--- src/design/c8alu_pkg.sv ---
package c8alu_pkg;

	typedef enum logic [3:0] {
		ACT_ADD   = 4'd0,
		ACT_ADC   = 4'd1,
		ACT_SUB   = 4'd2,
		ACT_SBC   = 4'd3,
		ACT_LDA   = 4'd4,
		ACT_LDX   = 4'd5,
		ACT_STA   = 4'd6,
		ACT_INC   = 4'd7,
		ACT_DEC   = 4'd8,
		ACT_NEG   = 4'd9,
		ACT_MUL   = 4'd10,
		ACT_DIV   = 4'd11,
		ACT_CLC   = 4'd12,
		ACT_SEC   = 4'd13,
		ACT_NOP   = 4'd14,
		ACT_SPARE = 4'd15
	} action_t;

	localparam logic [1:0] TGT_ACC   = 2'd0;
	localparam logic [1:0] TGT_XL    = 2'd1;
	localparam logic [1:0] TGT_MEM   = 2'd2;
	localparam logic [1:0] TGT_SPARE = 2'd3;

	localparam int DIV_STEPS = 16;
	localparam int CNT_W     = $clog2(DIV_STEPS);

	typedef struct packed {
		logic exec;
		logic div_start;
		logic div_step;
		logic div_last;
		logic load_out;
	} cmd_t;

	typedef struct packed {
		logic is_div;
		logic div_zero;
	} status_t;

endpackage

--- src/design/c8alu_ctrl.sv ---
module c8alu_ctrl (
	input  logic                clk,
	input  logic                arst_n,
	input  logic                in_valid,
	output logic                in_ready,
	output logic                out_valid,
	input  logic                out_ready,
	input  c8alu_pkg::status_t  status,
	output c8alu_pkg::cmd_t     cmd
);

	typedef enum logic [2:0] {
		S_IDLE = 3'b001,
		S_DIV  = 3'b010,
		S_HOLD = 3'b100
	} state_t;

	localparam logic [c8alu_pkg::CNT_W-1:0] LastStep =
		c8alu_pkg::CNT_W'(c8alu_pkg::DIV_STEPS - 1);

	state_t                      state_q, state_n;
	logic [c8alu_pkg::CNT_W-1:0] count_q;
	logic                        out_valid_q;
	logic                        slot_free;

	assign slot_free = !out_valid_q || out_ready;
	assign in_ready  = (state_q == S_IDLE);
	assign out_valid = out_valid_q;

	always_comb begin
		state_n = state_q;
		cmd     = '0;
		unique case (state_q)
			S_IDLE: begin
				if (in_valid) begin
					if (status.is_div && !status.div_zero) begin
						cmd.div_start = 1'b1;
						state_n       = S_DIV;
					end else begin
						cmd.exec = 1'b1;
						state_n  = S_HOLD;
					end
				end
			end
			S_DIV: begin
				cmd.div_step = 1'b1;
				cmd.div_last = (count_q == LastStep);
				if (count_q == LastStep) begin
					state_n = S_HOLD;
				end
			end
			S_HOLD: begin
				if (slot_free) begin
					cmd.load_out = 1'b1;
					state_n      = S_IDLE;
				end
			end
			default: begin
				state_n = S_IDLE;
			end
		endcase
	end

	always_ff @(posedge clk or negedge arst_n) begin
		if (!arst_n) begin
			state_q     <= S_IDLE;
			count_q     <= '0;
			out_valid_q <= 1'b0;
		end else begin
			state_q <= state_n;
			if (cmd.div_start) begin
				count_q <= '0;
			end else if (cmd.div_step) begin
				count_q <= count_q + 1'b1;
			end
			if (cmd.load_out) begin
				out_valid_q <= 1'b1;
			end else if (out_ready) begin
				out_valid_q <= 1'b0;
			end
		end
	end

`ifndef SYNTHESIS
	a_state_onehot: assert property (@(posedge clk) disable iff (!arst_n)
		$onehot(state_q))
		else $error("Controller state is not one-hot.");

	a_div_entry: assert property (@(posedge clk) disable iff (!arst_n)
		cmd.div_start |=> (state_q == S_DIV) && (count_q == '0))
		else $error("Divide did not start from step zero.");

	a_div_exit: assert property (@(posedge clk) disable iff (!arst_n)
		(state_q == S_DIV) && (count_q == LastStep) |=> (state_q == S_HOLD))
		else $error("Divide did not finish after its last step.");

	a_load_sets_valid: assert property (@(posedge clk) disable iff (!arst_n)
		cmd.load_out |=> out_valid_q)
		else $error("Output word loaded without valid.");

	a_no_overwrite: assert property (@(posedge clk) disable iff (!arst_n)
		cmd.load_out |-> (!out_valid_q || out_ready))
		else $error("Output word overwritten before it was taken.");
`endif

endmodule

--- src/design/c8alu_dp.sv ---
module c8alu_dp (
	input  logic                clk,
	input  logic                arst_n,
	input  logic [3:0]          action,
	input  logic [7:0]          operand,
	input  logic [1:0]          rmw_target,
	input  c8alu_pkg::cmd_t     cmd,
	output c8alu_pkg::status_t  status,
	output logic [7:0]          acc_out,
	output logic [7:0]          idx_low_out,
	output logic [7:0]          idx_high_out,
	output logic                flag_v,
	output logic                flag_h,
	output logic                flag_n,
	output logic                flag_z,
	output logic                flag_c,
	output logic [7:0]          store_data,
	output logic                store_valid
);

	logic [7:0]  acc_q, xl_q, xh_q;
	logic        v_q, h_q, n_q, z_q, c_q;
	logic [7:0]  sd_q;
	logic        sv_q;

	logic [7:0]  acc_n, xl_n, xh_n;
	logic        v_n, h_n, n_n, z_n, c_n;
	logic [7:0]  sd_n;
	logic        sv_n;

	logic        cin;
	logic [7:0]  add_r, sub_r, old, rmw_r;
	logic [15:0] prod;
	logic        a7, m7, a3, m3;

	logic [7:0]  div_rem_q;
	logic [15:0] div_num_q;
	logic [8:0]  trial;
	logic        div_ge;
	logic [7:0]  rem_n;
	logic [15:0] num_n;

	logic [7:0]  o_acc_q, o_xl_q, o_xh_q, o_sd_q;
	logic        o_v_q, o_h_q, o_n_q, o_z_q, o_c_q, o_sv_q;

	assign status.is_div   = (action == c8alu_pkg::ACT_DIV);
	assign status.div_zero = (xl_q == 8'h00);

	assign cin = ((action == c8alu_pkg::ACT_ADC) || (action == c8alu_pkg::ACT_SBC)) ? c_q : 1'b0;
	assign add_r = acc_q + operand + {7'd0, cin};
	assign sub_r = acc_q - operand - {7'd0, cin};
	assign prod  = 16'(acc_q) * 16'(xl_q);
	assign a7 = acc_q[7];
	assign m7 = operand[7];
	assign a3 = acc_q[3];
	assign m3 = operand[3];

	always_comb begin
		if (rmw_target == c8alu_pkg::TGT_ACC) begin
			old = acc_q;
		end else if (rmw_target == c8alu_pkg::TGT_XL) begin
			old = xl_q;
		end else begin
			old = operand;
		end
	end

	always_comb begin
		acc_n = acc_q;
		xl_n  = xl_q;
		xh_n  = xh_q;
		v_n   = v_q;
		h_n   = h_q;
		n_n   = n_q;
		z_n   = z_q;
		c_n   = c_q;
		sd_n  = 8'h00;
		sv_n  = 1'b0;
		rmw_r = 8'h00;
		unique case (action)
			c8alu_pkg::ACT_ADD, c8alu_pkg::ACT_ADC: begin
				acc_n = add_r;
				v_n   = (a7 && m7 && !add_r[7]) || (!a7 && !m7 && add_r[7]);
				h_n   = (a3 && m3) || (m3 && !add_r[3]) || (!add_r[3] && a3);
				c_n   = (a7 && m7) || (m7 && !add_r[7]) || (!add_r[7] && a7);
				n_n   = add_r[7];
				z_n   = (add_r == 8'h00);
			end
			c8alu_pkg::ACT_SUB, c8alu_pkg::ACT_SBC: begin
				acc_n = sub_r;
				v_n   = (a7 && !m7 && !sub_r[7]) || (!a7 && m7 && sub_r[7]);
				c_n   = (!a7 && m7) || (m7 && sub_r[7]) || (sub_r[7] && !a7);
				n_n   = sub_r[7];
				z_n   = (sub_r == 8'h00);
			end
			c8alu_pkg::ACT_LDA: begin
				acc_n = operand;
				v_n   = 1'b0;
				n_n   = operand[7];
				z_n   = (operand == 8'h00);
			end
			c8alu_pkg::ACT_LDX: begin
				xl_n = operand;
				v_n  = 1'b0;
				n_n  = operand[7];
				z_n  = (operand == 8'h00);
			end
			c8alu_pkg::ACT_STA: begin
				sd_n = acc_q;
				sv_n = 1'b1;
				v_n  = 1'b0;
				n_n  = acc_q[7];
				z_n  = (acc_q == 8'h00);
			end
			c8alu_pkg::ACT_INC, c8alu_pkg::ACT_DEC, c8alu_pkg::ACT_NEG: begin
				if (action == c8alu_pkg::ACT_INC) begin
					rmw_r = old + 8'd1;
					v_n   = (old == 8'h7F);
				end else if (action == c8alu_pkg::ACT_DEC) begin
					rmw_r = old - 8'd1;
					v_n   = (old == 8'h80);
				end else begin
					rmw_r = 8'd0 - old;
					c_n   = (old != 8'h00);
					v_n   = rmw_r[7] && old[7];
				end
				n_n = rmw_r[7];
				z_n = (rmw_r == 8'h00);
				if (rmw_target == c8alu_pkg::TGT_ACC) begin
					acc_n = rmw_r;
				end else if (rmw_target == c8alu_pkg::TGT_XL) begin
					xl_n = rmw_r;
				end else begin
					sd_n = rmw_r;
					sv_n = 1'b1;
				end
			end
			c8alu_pkg::ACT_MUL: begin
				acc_n = prod[7:0];
				xl_n  = prod[15:8];
				c_n   = 1'b0;
				h_n   = 1'b0;
			end
			c8alu_pkg::ACT_DIV: begin
				// Only reached here for a zero divisor.
				c_n = 1'b1;
			end
			c8alu_pkg::ACT_CLC: begin
				c_n = 1'b0;
			end
			c8alu_pkg::ACT_SEC: begin
				c_n = 1'b1;
			end
			default: begin
			end
		endcase
	end

	assign trial  = {div_rem_q, div_num_q[15]};
	assign div_ge = (trial >= {1'b0, xl_q});
	assign rem_n  = div_ge ? 8'(trial - {1'b0, xl_q}) : trial[7:0];
	assign num_n  = {div_num_q[14:0], div_ge};

	always_ff @(posedge clk or negedge arst_n) begin
		if (!arst_n) begin
			acc_q <= 8'h00;
			xl_q  <= 8'h00;
			xh_q  <= 8'h00;
			v_q   <= 1'b0;
			h_q   <= 1'b0;
			n_q   <= 1'b0;
			z_q   <= 1'b0;
			c_q   <= 1'b0;
			sd_q  <= 8'h00;
			sv_q  <= 1'b0;
		end else begin
			if (cmd.exec) begin
				acc_q <= acc_n;
				xl_q  <= xl_n;
				xh_q  <= xh_n;
				v_q   <= v_n;
				h_q   <= h_n;
				n_q   <= n_n;
				z_q   <= z_n;
				c_q   <= c_n;
				sd_q  <= sd_n;
				sv_q  <= sv_n;
			end else if (cmd.div_start) begin
				sd_q <= 8'h00;
				sv_q <= 1'b0;
			end else if (cmd.div_step && cmd.div_last) begin
				acc_q <= num_n[7:0];
				xh_q  <= rem_n;
				c_q   <= (num_n[15:8] != 8'h00);
				z_q   <= (num_n[7:0] == 8'h00);
			end
		end
	end

	always_ff @(posedge clk) begin
		if (cmd.div_start) begin
			div_rem_q <= 8'h00;
			div_num_q <= {xh_q, acc_q};
		end else if (cmd.div_step) begin
			div_rem_q <= rem_n;
			div_num_q <= num_n;
		end
	end

	always_ff @(posedge clk) begin
		if (cmd.load_out) begin
			o_acc_q <= acc_q;
			o_xl_q  <= xl_q;
			o_xh_q  <= xh_q;
			o_v_q   <= v_q;
			o_h_q   <= h_q;
			o_n_q   <= n_q;
			o_z_q   <= z_q;
			o_c_q   <= c_q;
			o_sd_q  <= sd_q;
			o_sv_q  <= sv_q;
		end
	end

	assign acc_out      = o_acc_q;
	assign idx_low_out  = o_xl_q;
	assign idx_high_out = o_xh_q;
	assign flag_v       = o_v_q;
	assign flag_h       = o_h_q;
	assign flag_n       = o_n_q;
	assign flag_z       = o_z_q;
	assign flag_c       = o_c_q;
	assign store_data   = o_sd_q;
	assign store_valid  = o_sv_q;

endmodule

--- src/design/cpu8_alu_flag_execute_top.sv ---
// Channel   Direction  Handshake            Payload
// input     in         in_valid / in_ready  action, operand, rmw_target
// output    out        out_valid / out_ready acc_out, idx_low_out, idx_high_out,
//                                           flag_v/h/n/z/c, store_data, store_valid
//
// A word other than DIV with a nonzero divisor executes, then goes to the output register.
// DIV with a nonzero divisor goes through the 16-step one-bit restoring divider instead.
// A new word is accepted while the previous result still waits in the output register.
// Reset clears A, X and the flags; the output register stays empty until the first result.
// A stalled output holds the next finished result inside the block and stops input.
module cpu8_alu_flag_execute_top (
	input  logic       clk,
	input  logic       arst_n,
	input  logic       in_valid,
	output logic       in_ready,
	input  logic [3:0] action,
	input  logic [7:0] operand,
	input  logic [1:0] rmw_target,
	output logic       out_valid,
	input  logic       out_ready,
	output logic [7:0] acc_out,
	output logic [7:0] idx_low_out,
	output logic [7:0] idx_high_out,
	output logic       flag_v,
	output logic       flag_h,
	output logic       flag_n,
	output logic       flag_z,
	output logic       flag_c,
	output logic [7:0] store_data,
	output logic       store_valid
);

	c8alu_pkg::cmd_t    cmd;
	c8alu_pkg::status_t status;

	c8alu_ctrl u_ctrl (
		.clk       (clk),
		.arst_n    (arst_n),
		.in_valid  (in_valid),
		.in_ready  (in_ready),
		.out_valid (out_valid),
		.out_ready (out_ready),
		.status    (status),
		.cmd       (cmd)
	);

	c8alu_dp u_dp (
		.clk          (clk),
		.arst_n       (arst_n),
		.action       (action),
		.operand      (operand),
		.rmw_target   (rmw_target),
		.cmd          (cmd),
		.status       (status),
		.acc_out      (acc_out),
		.idx_low_out  (idx_low_out),
		.idx_high_out (idx_high_out),
		.flag_v       (flag_v),
		.flag_h       (flag_h),
		.flag_n       (flag_n),
		.flag_z       (flag_z),
		.flag_c       (flag_c),
		.store_data   (store_data),
		.store_valid  (store_valid)
	);

endmodule

--- config.mk ---
export PLATFORM = sky130hd
export DESIGN_NAME = cpu8_alu_flag_execute_top
export DESIGN_NICKNAME = d
export VERILOG_FILES = /design/src/design/c8alu_pkg.sv /design/src/design/c8alu_ctrl.sv /design/src/design/c8alu_dp.sv /design/src/design/cpu8_alu_flag_execute_top.sv
export SDC_FILE = /design/constraint.sdc
export NUM_CORES = 1
export LEC_CHECK = 0
export BUFFER_PORTS_ARGS = -buffer_cell sky130_fd_sc_hd__buf_2
export CAP_MARGIN = 20
export CORE_UTILIZATION = 65
export CTS_CLUSTER_DIAMETER = 80
export DETAILED_ROUTE_END_ITERATION = 10
export PLACE_DENSITY_LB_ADDON = 0.05
export SETUP_SLACK_MARGIN = 0.3
export SYNTH_ARGS = -nofsm -noshare
export SYNTH_HDL_FRONTEND = slang
export SYNTH_HIERARCHICAL = 1
export SYNTH_SLANG_ARGS = --single-unit
--- constraint.sdc ---
create_clock -name clk -period 13.9 [get_ports clk]
set_clock_uncertainty 0.2 [all_clocks]
set_input_delay 2.78 -clock clk [delete_from_list [all_inputs] [get_ports clk]]
set_output_delay 2.78 -clock clk [all_outputs]
set_load 0.1 [all_outputs]
==> out/summary.log <==
[worst_setup_path] path type of the worst setup path flip-flop to flip-flop
[cells_and_area] nets@finish 1122
[detailed_routing] detailed-routing wirelength on met1 10110 µm
[worst_setup_path] cell repeated most along the worst path fa_1
[detailed_routing] DRC 0
[yosys] XOR/XNOR Fraction of Synth Area 3.000%
[yosys] distinct cell type count after synthesis 92
[worst_hold_path] Hold Path Depth 0
[worst_setup_path] capturing element type of the critical path flip-flop
[detailed_routing] Initial DRC Count 878
[detailed_routing] total length of routed met3 wires 2304 µm
[clocking] insertion delay to the later sink of the worst-skew pair 0.35 ns
[yosys] net count after synthesis 1087
[yosys] dominant combinational cell family by area after synthesis adder cells
[worst_setup_path] Top Family by Delay on Critical Path adder cells
[detailed_routing] routed via count divided by cell count 6.577
[yosys] fraction of the mapped netlist area in compound gates 16.77%
[cells_and_area] filler cell count in the final layout 1046
[placed_design] Routability Congestion 1.006
[worst_setup_path] Register-to-Register Path Depth 15
[timing] Min Clock Period, post-route 6.143 ns
[yosys] async set-or-reset flop fraction in the synthesized netlist 42.59%
[yosys] sequential cell area fraction in the yosys report 32.57%
[die] number of primary I/O pins 58
[detailed_routing] post-route antenna net violation count 0
[timing] Setup Viol. Count Final 0
[yosys] #FFs+latches synth 108
[worst_setup_path] kind of launch point of the worst setup path flip-flop
[yosys] multiplexer share of the synthesized area 5.292%
[die] placeable core region 13400 µm²
[clocking] maximum clock insertion buffer count 2
[worst_setup_path] Buf+Inv Stages, Crit Path 3
[yosys] cell type with the highest aggregate area in the netlist edfxtp_1
[worst_setup_path] largest fanout of any net on the critical path 14
[worst_setup_path] critical-path cell list clkinv_1 > nor2_1 > fa_1 > fa_1 > fa_1 > inv_1 > fa_1 > inv_1 > ha_1 > o41ai_1 > o21ai_0 > o41a_1 > xnor2_1 > a221oi_1 > a22oi_1
[detailed_routing] post-DR wirelength/cell 21.24 µm
[detailed_routing] routed via count 7708
[yosys] Top FF cell, synth edfxtp_1
[yosys] post-synth design cell area 9007 µm²
[clocking] clock root buffer clkbuf_16
[yosys] top-area cell type share of the netlist area 18.00%
[worst_setup_path] Crit path largest cell delay 0.84 ns
[detailed_routing] WL met2 11420 µm
[yosys] post-synthesis area per instance 9.422 µm²
[placed_design] post-detailed-placement half-perimeter wirelength 18700 µm
[clocking] number of buffers created by CTS 9
[clocking] CTS tree yes
[yosys] Synth top cells by count nor2_1 (105), nand2_1 (85), inv_1 (80), ha_1 (70), edfxtp_1 (54)
[worst_setup_path] Crit path arrival time 6.17 ns
[grt] wire length of the first global-routing pass 39650 µm
[yosys] EDFF count, synth 54
[grt] global-route congestion overflow total 0
[yosys] Cells after Synth 956
[worst_hold_path] worst min-delay path category flip-flop to flip-flop
[detailed_routing] post-detailed-routing wire length 24890 µm
[worst_setup_path] required time reported for the critical path endpoint 13.93 ns
[yosys] largest cells by area after synthesis edfxtp_1 (18%), dfrtp_1 (13%), ha_1 (9.7%)
[grt] number of antenna violations at the first check in global routing 0
[grt] pin count of the biggest net entering global routing 47
[clocking] post-cts gate resize count 0
[yosys] adder-cell area share of the yosys netlist 19.28%
[die] number of core rows 42
[grt] overall routing resource usage 36.36%
[timing] transition time at the pin with the least slew margin 0.9628 ns
[die] die width 119.7 µm
[timing] Relative slew margins 35.67%
[run] # Max-Cap Violations 0
[yosys] Synth Warn # 6
[clocking] buffer count from post-CTS setup fixing 0
[timing] RSZ-0062 raised after global routing false
[detailed_routing] TritonRoute pass-1 iters 6
[clocking] Hold-fix buffers, CTS 0
[yosys] post-synthesis simple-gate area fraction 17.16%
[cells_and_area] share of cells above drive strength 1 13.76%
[grt] number of global-route vias before repair 7359
[timing] Final Hold Viols 0
[die] Die Footprint 14330 µm²
[timing] crit share post-route 44.19%
[timing] number of slew-limit violations in the final report 0
[detailed_routing] highest routing layer actually used met4
[cells_and_area] # diodes 0
[clocking] clock slew at reported path FFs 0.08 ns
[yosys] count leader, synth nor2_1
[outcome] run status complete, no violations
[die] starting utilization of the core area 67.22%
[cells_and_area] synth-to-layout area growth 7.737%
[timing] Highest Clock Rate 162.8 MHz
[clocking] TritonCTS sink count 108
[die] Die H 119.7 µm
[worst_setup_path] Critical-path top delay cell dfrtp_1
[timing] setup tns final 0 ns
[clocking] H-tree depth reported by CTS 3
[placed_design] count of port buffers added during placement 57
[worst_setup_path] critical path depth in cells 15
[cells_and_area] core occupancy in the finished layout 72.42%
## layout by cell type (no fill, tap or decap), drive strengths merged, types with 5 or more instances in the layout
| cell | count |
|---|---|
| nand4 | 11 |
| nor2b | 7 |
| nor4 | 11 |
| fa | 43 |
| nor2 | 106 |
| a211oi | 20 |
| a31oi | 9 |
| clkinv | 12 |
| o22ai | 7 |
| a21oi | 48 |
| nor3 | 14 |
| a221oi | 9 |
| and2 | 12 |
| clkbuf | 11 |
| a22oi | 11 |
| nor3b | 5 |
| dfxtp | 8 |
| mux2 | 23 |
| nand2 | 86 |
| nand2b | 8 |
| and3 | 13 |
| xnor2 | 16 |
| dfrtp | 45 |
| o2111ai | 5 |
| xor2 | 14 |
| ha | 70 |
| mux2i | 14 |
| a21o | 7 |
| o21a | 7 |
| inv | 85 |
| nand3 | 17 |
| edfxtp | 54 |
| o21ai | 58 |
| buf | 63 |
## per-stage QoR
| stage | instance area, µm² | cells | hold WS (ns) | setup WS (ns) |
|---|---|---|---|---|
| finish | 9704 | 1172 | 0.2606 | 7.757 |
| global route | 9704 | 1172 | 0.2643 | 7.502 |
| CTS | 9669 | 1170 | 0.2603 | 7.845 |
| detailed placement | 9384 | 1154 | 0.2401 | 7.633 |
| global placement | 9384 | 1154 | 0.2304 | 7.714 |
| floorplan | 9007 | 956 | 0.2248 | 7.818 |
## area by class of cell
| cell class | count | area, µm² | share of cell area (%) |
|---|---|---|---|
| multi-input combinational | 717 | 5564 | 57.34 |
| sequential | 108 | 2934 | 30.23 |
| timing repair buffer | 63 | 350.3 | 3.610 |
| inverter | 92 | 350.3 | 3.610 |
| clock buffer | 11 | 242.7 | 2.501 |
| tap | 176 | 220.2 | 2.269 |
| clock inverter | 5 | 42.54 | 0.4384 |
## cell families (layout without fill, tap and decap cells)
group,Yosys count,after routing
xor gates and xnor gates,30,30
DFF,108,108
and+or+nand+nor,314,314
AOI/OAI and AO/OA,223,223
muxes,37,37
buffers and inverters,131,171
adders and majority gates,113,113
## path summary, 6_finish.rpt
check                                     end     startpoint  slack (ns)
hold reg to reg            u_dp/store_data[2]   u_dp/sd_q[2]        0.26
hold / removal             u_dp/store_data[2]   u_dp/sd_q[2]        0.26
min in group asynchronous            u_dp/h_q         arst_n        2.23
setup / recovery                 u_dp/xl_q[7]  u_dp/acc_q[1]        7.76
setup reg to reg                 u_dp/xl_q[7]  u_dp/acc_q[1]        7.76
max in group asynchronous   u_ctrl/state_q[0]         arst_n       10.66
## state kept, by name (all words and copies together) (netlist names), 3 cells and up
register           cells
u_dp/xl_q              8
u_dp/div_rem_q         8
u_dp/sd_q              8
u_ctrl/state_q         3
u_dp/div_num_q        16
u_dp/acc_out           8
u_dp/xh_n              8
u_dp/store_data        8
u_dp/idx_low_out       8
u_dp/idx_high_out      8
u_dp/acc_q             8
u_ctrl/count_q         4
## layer usage
layer  up-vias  track usage (%)
met2       439            56.29
met1      3693            50.03
li1       3482                -
met4         0            16.02
met3        94            6.702
met5         -                0
Power is not shown: default switching activity piles up to over one toggle a cycle in this logic, so the estimate is an artifact.
